===== src/design/iirbpf_ram.sv =====
// ----------------------------------------------------------------------------
// iirbpf_ram
// Simple dual-port RAM: one write port, one read port with registered data.
// ----------------------------------------------------------------------------
module iirbpf_ram #(
  parameter int DEPTH = 64,
  parameter int WIDTH = 32,
  parameter int AW    = $clog2(DEPTH)
) (
  input  logic             clk,
  input  logic             we,
  input  logic [AW-1:0]    waddr,
  input  logic [WIDTH-1:0] wdata,
  input  logic [AW-1:0]    raddr,
  output logic [WIDTH-1:0] rdata
);

  logic [WIDTH-1:0] mem [DEPTH];

  always_ff @(posedge clk) begin
    if (we) begin
      mem[waddr] <= wdata;
    end
    rdata <= mem[raddr];
  end

endmodule


===== config.mk =====
export PLATFORM = sky130hd
export DESIGN_NAME = iirbpf_ram
export DESIGN_NICKNAME = d
export VERILOG_FILES = /design/src/design/iirbpf_ram.sv
export SDC_FILE = /design/constraint.sdc
export NUM_CORES = 2
export LEC_CHECK = 0
export BUFFER_PORTS_ARGS = -buffer_cell sky130_fd_sc_hd__buf_4
export CAP_MARGIN = 20
export CORE_MARGIN = 5
export CORE_UTILIZATION = 35
export DETAILED_ROUTE_END_ITERATION = 7
export MAX_ROUTING_LAYER = met4
export SLEW_MARGIN = 20
export SYNTH_ARGS = -nofsm -noshare
export SYNTH_HDL_FRONTEND = slang
export SYNTH_SLANG_ARGS = --single-unit
export TNS_END_PERCENT = 100

===== constraint.sdc =====
create_clock -name clk -period 8.2 [get_ports clk]
set_clock_uncertainty 0.2 [all_clocks]
set_input_delay 1.23 -clock clk [delete_from_list [all_inputs] [get_ports clk]]
set_output_delay 1.23 -clock clk [all_outputs]
set_load 0.1 [all_outputs]

Word level (Yosys, flattened, before mapping)
Memory sizes are Yosys's and may differ from the RTL's. A register that Yosys moved wholly into a read port is not among the register bits.
Cells that the tools add are included.
{"block": "word_totals", "output_inout_bits": 32, "mem_bits_ro": 0, "ram_bits": 2048, "latchBits": 0, "ff_bits": 0, "mem_count": 1}
{"block": "op_classes", "bitwise": 0, "n_lt_le_gt_ge": 0, "n_mul": 0, "add_sub_neg": 0, "muxes": 2, "n_eq_ne": 0, "n_div": 0, "shift": 0, "n_reduce_logical": 0}
{"name": "mem", "depth": 64, "word_bits": 32, "rd": 1, "rd_clocked_by_memory_dff": 1, "write_ports": 1, "line": "18", "text": "logic [WIDTH-1:0] mem [DEPTH];"}
{"cell": "1-bit two-way mux", "n": 2}

Depth between registers and ports, before layout
{"block": "logic_depth", "word_depth": 2, "ltp_mapped": 10, "depth_no_buf": 5}

Worst setup path after synthesis
Ideal clock, no wire load.
{"block": "synth_timing", "kind": "in2reg", "startpoint": "input waddr[3]", "endpoint": "memory mem[48][0] (enable)", "n_path_buf": 1, "setup_time_ps": 461, "path_stages": 4, "slack_ps": 3610, "t_arrival_ps": 3929, "path_cell_list": "clkbuf_1 -> nor2b_1 -> nand4b_1 -> nor3_1"}
{"element": "start: declaration", "line": "12", "text": "input logic [AW-1:0] waddr,"}
{"element": "end: declaration", "line": "18"}
No word-level cell before the write port.

==> results.cfg <==
[run_status]
outcome = complete, no violations

[sta]
rsz0062_at_grt = false
tns_ns = 0
fin_crit_sh_pct = 52.5
hold_viol = 0
setup_viol = 0
period_minus_slack_ns = 4.31
worstMarginPinSlew_ns = 1.07
clock.fmax_mhz = 232
slew_viol_final = 0
slew_headroom_pct = 28.7

[worst_setup_path]
arrival_ns = 4.79
r2r-start = mem[47][11]$_DFFE_PP_
crit_fanout = 54
start_kind = input port
reg2reg_slack_ns = 5.52
worstSetupStartpoint = raddr[0]
worstPathRequired_ns = 8.68
crit_path_end_kind = flop
path_class = in -> reg

[clock_network]
postCtsSetupRepairBufs = 0
cts.sinks = 2080
cts-buffers-inserted = 205
cts_tree = done
holdBufCountCts = 0
clockBufferDepth = 3
cts_resized = 0
cts_root_buf = clkbuf_16
clk_latency_ns = 0.85
htreeDepth = 4
path_clk_slew_ns = 0.06

[synthesis]
synthTopCellsByArea = edfxtp_1 78%, mux4_2 16%, mux2i_1 1.2%, dfxtp_1 0.82%, o22ai_1 0.67%
synth_seq_area_share_pct = 79.1
yosysUniqueCellTypes = 34
synth_top_cell_by_area = edfxtp_1
synthCells = 3324
synth_top_area_share_pct = 78.3
post_synth.cell_area_avg_um2 = 23.6
ys_ff_latch = 2080
synthesis.nets = 3370
synth_warnings = 0
syn_area_um2 = 78500

[layout]
drive_above_1_share_pct = 29.2
utilization_pct = 40.3
mostFrequentLayoutCell = edfxtp_1
final-seq-area_um2 = 62100
num-nets-final = 3571
mostFrequentLayoutCells = 2048 x edfxtp_1, 544 x mux4_2, 208 x clkbuf_16, 163 x buf_4, 93 x mux2i_1
multi_input_area_um2 = 16000
fill_cells = 19300
areaGrowthSynthToFinish_pct = 14.4
stdcell_count = 6680

[hold_path]
hold_class = reg -> reg
worstHoldStart = mem[12][20]$_DFFE_PP_

[route]
wire_per_inst_um = 31.1
ant_nets = 0
drc_errors = 0
vias = 36900
finalWirelength_mm = 208
drt_iter0_markers = 4182
first_pass_iters = 5
vias_per_cell = 5.52

[job]
maxCapViolCount = 0

[power_and_ir_drop]
power_density_nw_per_um2 = 247
swShare_pct = 22.1
max-vdd-ir-drop_mv = 0.170
power.switching_mw = 4.89
power_frac_clock_pct = 41.0
p_comb_share_pct = 5.7
p_leak_nw = 27.5
cell_internal_pwr_mw = 17.3
seqPwrFrac_pct = 53.4

[grt]
globalRouteOverflowTotal = 0
grt_pass1_vias = 37000
grt_usage_pct = 18.0
antenna_found_initial = 8
grt_pass1_wl_mm = 293
grt_max_degree = 100

[die]
num_rows = 173
core-area_um2 = 223000
die_h_um = 484
io-pin-count = 78
start_util_pct = 35.3
die_x_um = 484
dieArea_um2 = 234000

[place]
dpl.cell_count = 6293
gp_congestion = 0.811
dp_hpwl_mm = 110
port_buffers = 77
## worst max-delay path, stage by stage
cell	delay, ns
buf_8	0.43
buf_4	0.73
mux4_2	0.61
mux4_2	0.56
o22ai_1	0.81
nor2_1	0.10
## final cells by class
type	instances	area share, %
Sequential cell	2080	69.2
Multi-Input combinational cell	1062	17.8
Clock buffer	274	6.21
Tap cell	2975	4.15
Timing Repair Buffer	176	1.63
Clock inverter	107	1.03
Antenna cell	6	0.0167
## registers in the layout, summed over array words and instances, names as in the netlist
| register | flops |
|---|---|
| rdata | 32 |
| mem | 2048 |
## layer usage
metal	global-route usage [%]	wire [um]
met1	24.6	84400
met2	27.7	99200
met3	3.23	17300
met4	5.87	6820
met5	-	0
## cell usage after synthesis
library cell	instances
edfxtp_1	2048
mux4_2	544
nor2_1	137
mux2i_1	93
o22ai_1	84
clkbuf_1	74
a21oi_1	62
buf_2	57
dfxtp_1	32
o221ai_1	27
nand2_1	26
buf_4	25
buf_1	21
nor2b_1	15
a22oi_1	12
a311oi_1	8
nand2b_1	8
nor3_1	7
buf_6	5
nand3_1	5
nand3b_1	5
a41o_1	4
and3_1	4
o32ai_1	4
or3_1	3
or3b_2	3
and2_1	2
nand4_1	2
or3b_1	2
a31oi_1	1
nand4b_1	1
or2_0	1
or2_1	1
or2_2	1
## stage by stage
stage / hold slack (ns) / area [um^2] / setup WS (ns) / power (mW)
after floorplan: 0.463 / 78500 / 3.61 / 12.8
after detailed placement: 0.540 / 83300 / 2.98 / 13.3
after global routing: 0.550 / 89800 / 3.86 / 22.9
after global placement: 0.508 / 83300 / 2.96 / 13.3
final: 0.549 / 89800 / 3.89 / 22.2
after CTS: 0.503 / 89800 / 3.90 / 22.4
## worst paths after layout
kind,cells past startpoint,end
max,6,rdata[14]$_DFF_P_
min,4,rdata[20]$_DFF_P_
max reg2reg,5,rdata[11]$_DFF_P_
min reg2reg,4,rdata[20]$_DFF_P_
## power groups by stage
stage	Sequential (mW)	Clock (mW)	Combinational, mW
2_1_floorplan	12.2	0	0.572
3_3_place_gp	12.1	0	1.26
3_5_place_dp	12.1	0	1.27
4_1_cts	11.8	9.26	1.28
5_1_grt	11.8	9.73	1.32
6_report	11.8	9.09	1.26
## cells by family after synthesis
logic type | after synthesis | synth area share (%)
simple gates | 223 | 1.27
mux | 637 | 16.8
compound gates | 202 | 1.67
buf+inv | 182 | 1.13
flops | 2080 | 79.1
(Power assumes the default switching activity.)
