### config.mk
export PLATFORM = sky130hd
export DESIGN_NAME = iirbpf_mac
export DESIGN_NICKNAME = d
export VERILOG_FILES = /design/src/design/iirbpf_pkg.sv /design/src/design/iirbpf_mac.sv
export SDC_FILE = /design/constraint.sdc
export NUM_CORES = 2
export LEC_CHECK = 0
export ABC_AREA = 1
export BUFFER_PORTS_ARGS = -buffer_cell sky130_fd_sc_hd__clkbuf_2
export CAP_MARGIN = 20
export CORE_UTILIZATION = 25
export DETAILED_ROUTE_END_ITERATION = 7
export PLACE_DENSITY = 0.45
export SKIP_LAST_GASP = 1
export SLEW_MARGIN = 20
export SYNTH_ARGS = -nofsm -noshare
export SYNTH_HDL_FRONTEND = slang
export SYNTH_SLANG_ARGS = --single-unit
### constraint.sdc
create_clock -name clk -period 9.6 [get_ports clk]
set_input_delay 0.96 -clock clk [delete_from_list [all_inputs] [get_ports clk]]
set_output_delay 0.96 -clock clk [all_outputs]
set_load 0.01 [all_outputs]
### src/design/iirbpf_pkg.sv
// ----------------------------------------------------------------------------
// iirbpf_pkg
// Shared widths, defaults, codes and types of the IIR band-pass filter bank.
// ----------------------------------------------------------------------------
package iirbpf_pkg;

  localparam int DEF_NUM_FILTERS = 16;
  localparam int DEF_TAPS        = 4;

  localparam int SAMP_W  = 24;   // Q1.23 sample / output
  localparam int COEF_W  = 32;   // Q8.24 coefficient / delay
  localparam int ID_W    = 6;
  localparam int TAP_W   = 5;
  localparam int PROD_W  = 2 * COEF_W;
  localparam int ACC_W   = 48;   // holds 17 rounded products plus the sample
  localparam int FRAC_W  = 24;

  // op field codes
  localparam logic OP_FILTER = 1'b0;
  localparam logic OP_LOAD   = 1'b1;

  // coeff_kind field codes
  localparam logic KIND_NUM = 1'b0;
  localparam logic KIND_DEN = 1'b1;

  typedef struct packed {
    logic clear;   // zero the accumulator
    logic valid;   // operands present this cycle
  } mac_ctrl_t;

endpackage

### src/design/iirbpf_mac.sv
// ----------------------------------------------------------------------------
// iirbpf_mac
// Shared multiply-accumulate unit: Q8.24 x Q8.24, rounded back to Q8.24.
// Multiply, round and accumulate each take one register stage.
// ----------------------------------------------------------------------------
module iirbpf_mac
  import iirbpf_pkg::*;
(
  input  logic                     clk,
  input  logic                     rst,
  input  mac_ctrl_t                ctrl,
  input  logic signed [COEF_W-1:0] opa,
  input  logic signed [COEF_W-1:0] opb,
  output logic signed [ACC_W-1:0]  acc,
  output logic                     busy
);

  localparam logic signed [PROD_W-1:0] ROUND = PROD_W'(64'sd1 <<< (FRAC_W - 1));

  logic                     prod_v;
  logic                     rnd_v;
  logic signed [PROD_W-1:0] prod;
  logic signed [PROD_W-1:0] rnd_sum;
  logic signed [ACC_W-1:0]  rnd;

  assign rnd_sum = prod + ROUND;
  assign busy    = prod_v | rnd_v;

  always_ff @(posedge clk) begin
    if (rst) begin
      prod_v <= 1'b0;
      rnd_v  <= 1'b0;
    end else begin
      prod_v <= ctrl.valid;
      rnd_v  <= prod_v;
    end
  end

  always_ff @(posedge clk) begin
    prod <= opa * opb;
    // floor shift of the rounded product
    rnd  <= ACC_W'($signed(rnd_sum[PROD_W-1:FRAC_W]));
    if (ctrl.clear) begin
      acc <= '0;
    end else if (rnd_v) begin
      acc <= acc + rnd;
    end
  end

endmodule

# Yosys cells after proc, flatten, opt, wreduce, memory -nomap -nowiden
# Cells that the tools add are included.
[word_totals]
output_inout_bits = 49
regBits = 154
[classes]
n_bitwise = 1
n_addsub = 2
multipliers = 1
[ops]
columns = ["operator", "count"]
rows = [
  ["64-bit by 25-bit adder with 64-bit output, second input constant", 1],
  ["32-bit by 32-bit multiplier with 64-bit output", 1],
  ["48-bit by 40-bit adder with 48-bit output", 1],
  ["1-bit OR", 1],
]

# Logic depth before layout (Yosys ltp)
[depth]
ltp_word = 1
depth_mapped = 30

# Worst setup path before layout
# Ideal clock, no wire load.
[synth_timing]
path_type = "in2reg"
startpoint = "input port opa[31]"
endpoint = "register prod[55]"
path_buffers = 1
arrival_time_ns = 7.506
setup_slack_ns = 1.982
setup_time_ns = 0.112
cell_stages = 27
cell_sequence = "clkbuf_1 nand2_1 inv_1 fa_1 inv_1 fa_1 fa_1 inv_1 fa_1 inv_1 fa_1 inv_1 fa_1 inv_1 fa_1 inv_1 fa_1 ha_1 nand2_1 nor2_1 inv_1 nor2_1 inv_1 nor4_1 nand2_1 nand3_1 nand2_1"
[synth_between]
elab_chain_len = 1
[synth_rtl]
columns = ["element", "line", "rtl"]
rows = [
  ["from (decl)", "iirbpf_mac.sv:12", "input logic signed [COEF_W-1:0] opa,"],
  ["32-bit by 32-bit multiplier with 64-bit output", "iirbpf_mac.sv:40", "prod <= opa * opb;"],
  ["to (signal assigned)", "iirbpf_mac.sv:40", ""],
  ["to (decl)", "iirbpf_mac.sv:22", "logic signed [PROD_W-1:0] prod;"],
]
# Every way passes these cells.
# A chain may end at the register's enable or synchronous reset.

# Final worst setup path
# Same ends and word-level chain as after synthesis.

==> metrics.txt <==
maxcap violations=0; post-route cell area=0.05027 mm^2; Worst Hold Launch=prod_v; DRT Wirelength=157400 um; Pre-antenna DRT Iters=5; Most Crowded Layer GR=met2; CTS tree=built; Critical Path AT=8540 ps; status=complete, no violations; Post-synth EDFFs=0; hold_buf cts=0; clock slew at reported path FFs=70 ps; met1 Use GR=23.76%; Initial Utilization=25.18%; main combinational cell family by area after synthesis=adder cells; final worst-path cycle share=85.34%; # clock sinks=131; slew of the pin with the lowest slew margin=1149 ps; via count=36.84k; Clock Tree Buf Depth=2; CTS Root Cell=clkbuf_16; Max Freq=122.1 MHz; Iter 0 DRT Violations=2165; initial antenna violation count=9; post-synthesis instance total=6129; Final ANT Viol Nets=0; relative slew slack=23.37%; first-pass GRT wire length=245300 um; area delta synth->final=8.948%; worst hold path class=reg -> reg; largest net degree at the start of global routing=83; met2 usage=29.95%; Post-Synth XOR/XNOR Area=1.462%; Crit path required time=9950 ps; Synth Register Bits=131; Crit Path Class=in -> reg; Post-Route Setup TNS=0 ps; CTS resizes=0; yosys warns=0; Final min period=8192 ps; post-DP HPWL=132000 um; fin. max-slew vios=0; RR Startpoint=acc[0]; CP Max Fanout=24; layout cell share with drive strength beyond 1=4.180%; worst-skew pair later-pin latency=450 ps; nets=7514; global route overflow=0; Setup-failing EPs final=0; element type at the critical path start=input port; Tot GR Track Use=17.31%; Port Buffers=116; RSZ-0062 raised after global routing=false; CTS HTree Levels=4; DR DRC count=0; Die Width=431.6 um; Hold EP=rnd_v; vias per cell=4.277; reg-to-reg slack, setup=6510 ps; WL per Instance=18.28 um; die area=0.1863 mm^2; Post-Syn Area=0.04614 mm^2; reg2reg end=acc[30]; I/O pins=117; TritonCTS buffer count=17; Compound-Gate Fraction of Synth Area=3.661%; die height=431.6 um; FF-to-FF path depth=15; Core Box Area=0.1833 mm^2; Cell Rows=157; placed cell areas=0.04967 mm^2; fraction of registers with async set/reset=0%; post-CTS setup buffer count=0; Simple-Gate Fraction of Synth Area=19.17%; post-synthesis sequential area ratio=5.683%; post-synthesis share of cell area spent on full adders, half adders and majority gates=53.13%; CP Capture Type=flip-flop; Hold Fails Final Rpt=0; post-synthesis mux area share=0%; Clock Skew=18.56 ps; gpl congestion=0.9032; synthesized area per cell=7.529 um^2; Hold Path Depth=2; routing usage on met3=1.209%; Yosys cell types=38; Synth Net Count=7507; Main synth FF type=dfxtp_1; number of global-route vias before repair=40.45k
routing by layer:
layer	wire length, um	up-vias
li1	-	17230
met1	72310	18586
met2	75570	870
met3	6422	151
met4	3112	2
met5	13	-
flip-flops by register name, summed over array words and instances (netlist names):
register,flops
prod_v,1
prod,41
rnd_v,1
rnd,40
acc,48
cell usage after synthesis, types with 3 or more instances:
cell type	instances	share of area, %
fa_1	1082	47
ha_1	228	6.2
nand4_1	31	0.42
o21ai_0	95	1.0
a21o_1	10	0.16
a31oi_1	4	0.054
and2_1	5	0.068
a21boi_0	5	0.081
and3_1	4	0.054
nand2b_1	3	0.041
clkbuf_1	204	1.7
dfxtp_1	131	5.7
inv_1	1870	15
a21oi_1	143	1.6
o21a_1	7	0.11
xnor2_1	20	0.38
nand3_1	142	1.5
o21bai_1	34	0.55
nor2_4	3	0.073
nor2_2	4	0.054
nor3_2	3	0.065
nor2_1	355	2.9
nor3_1	27	0.29
buf_1	3	0.024
nor4_1	9	0.12
nand2_1	1624	13
or2_2	7	0.095
xor2_1	57	1.1
nand2_2	6	0.081
kinds of logic (layout without fill, tap and decap cells):
kind of cell,count (synthesis),count (layout)
xor+xnor,77,77
flops,131,131
other cells,0,1
fa+ha+maj,1310,1310
compound gates,304,304
simple gates,2230,2230
buf+inv,2077,2097
final cells by class:
cell class / count / area (um^2)
fillers: 20084 / 133000
clock buffers: 19 / 442.9
diodes: 1 / 2.502
repair buffers: 195 / 1224
inverters: 1870 / 7019
well taps: 2464 / 3083
flip-flops and latches: 131 / 2624
multi-input cells: 3921 / 35720
clock inverters: 13 / 152.6
placed cells by master, fill, tap and decap left out, types with 7 or more instances in the layout:
cell       instances
a21o_1            10
nand4_1           31
nor3_1            27
a21oi_1          143
o21a_1             7
o21ai_0           95
dfxtp_1          130
xor2_1            57
clkbuf_2         115
o21bai_1          34
ha_1             228
buf_4             75
or2_2              7
clkbuf_16         17
nor2_1           355
xnor2_1           20
nand3_1          142
nor4_1             9
fa_1            1082
inv_1           1870
nand2_1         1624
metrics by stage:
stage / hold slack [ps] / std cells / util [%] / setup WS [ps]
6_report: 430.7 / 8614 / 27.43 / 1408
5_1_grt: 474.2 / 8613 / 27.43 / 717.8
4_1_cts: 425.1 / 8613 / 27.43 / 1271
3_5_place_dp: 416.8 / 8581 / 27.10 / 788.7
3_3_place_gp: 412.8 / 8581 / 27.10 / 840.8
2_1_floorplan: 409.5 / 6129 / - / 1982
critical path, stage by stage:
cell      delay, ps
clkbuf_2        440
nand2_1         220
inv_1           120
fa_1            390
inv_1           240
fa_1            510
fa_1            560
inv_1            90
fa_1            840
inv_1           390
fa_1            580
inv_1            50
fa_1            530
inv_1            50
fa_1            470
inv_1            50
fa_1            450
ha_1            440
nand2_1         160
nor2_1          170
inv_1            70
nor2_1          100
inv_1            90
nor4_1          280
nand2_1         110
nand3_1         100
nand2_1          50
worst max path at each step:
stage / to / cells past startpoint / slack, ps / from
detailed placement: prod[59] / 26 / 790 / opa[31]
finish: prod[55] / 27 / 1410 / opa[31]
global route: prod[55] / 27 / 720 / opa[31]
global placement: prod[59] / 26 / 840 / opa[31]
CTS: prod[59] / 26 / 1270 / opa[31]
floorplan: prod[55] / 27 / 1980 / opa[31]
Power is left out: the tool's default activity adds up to more than one toggle a clock period on the data nets, which glitch-free logic cannot reach.
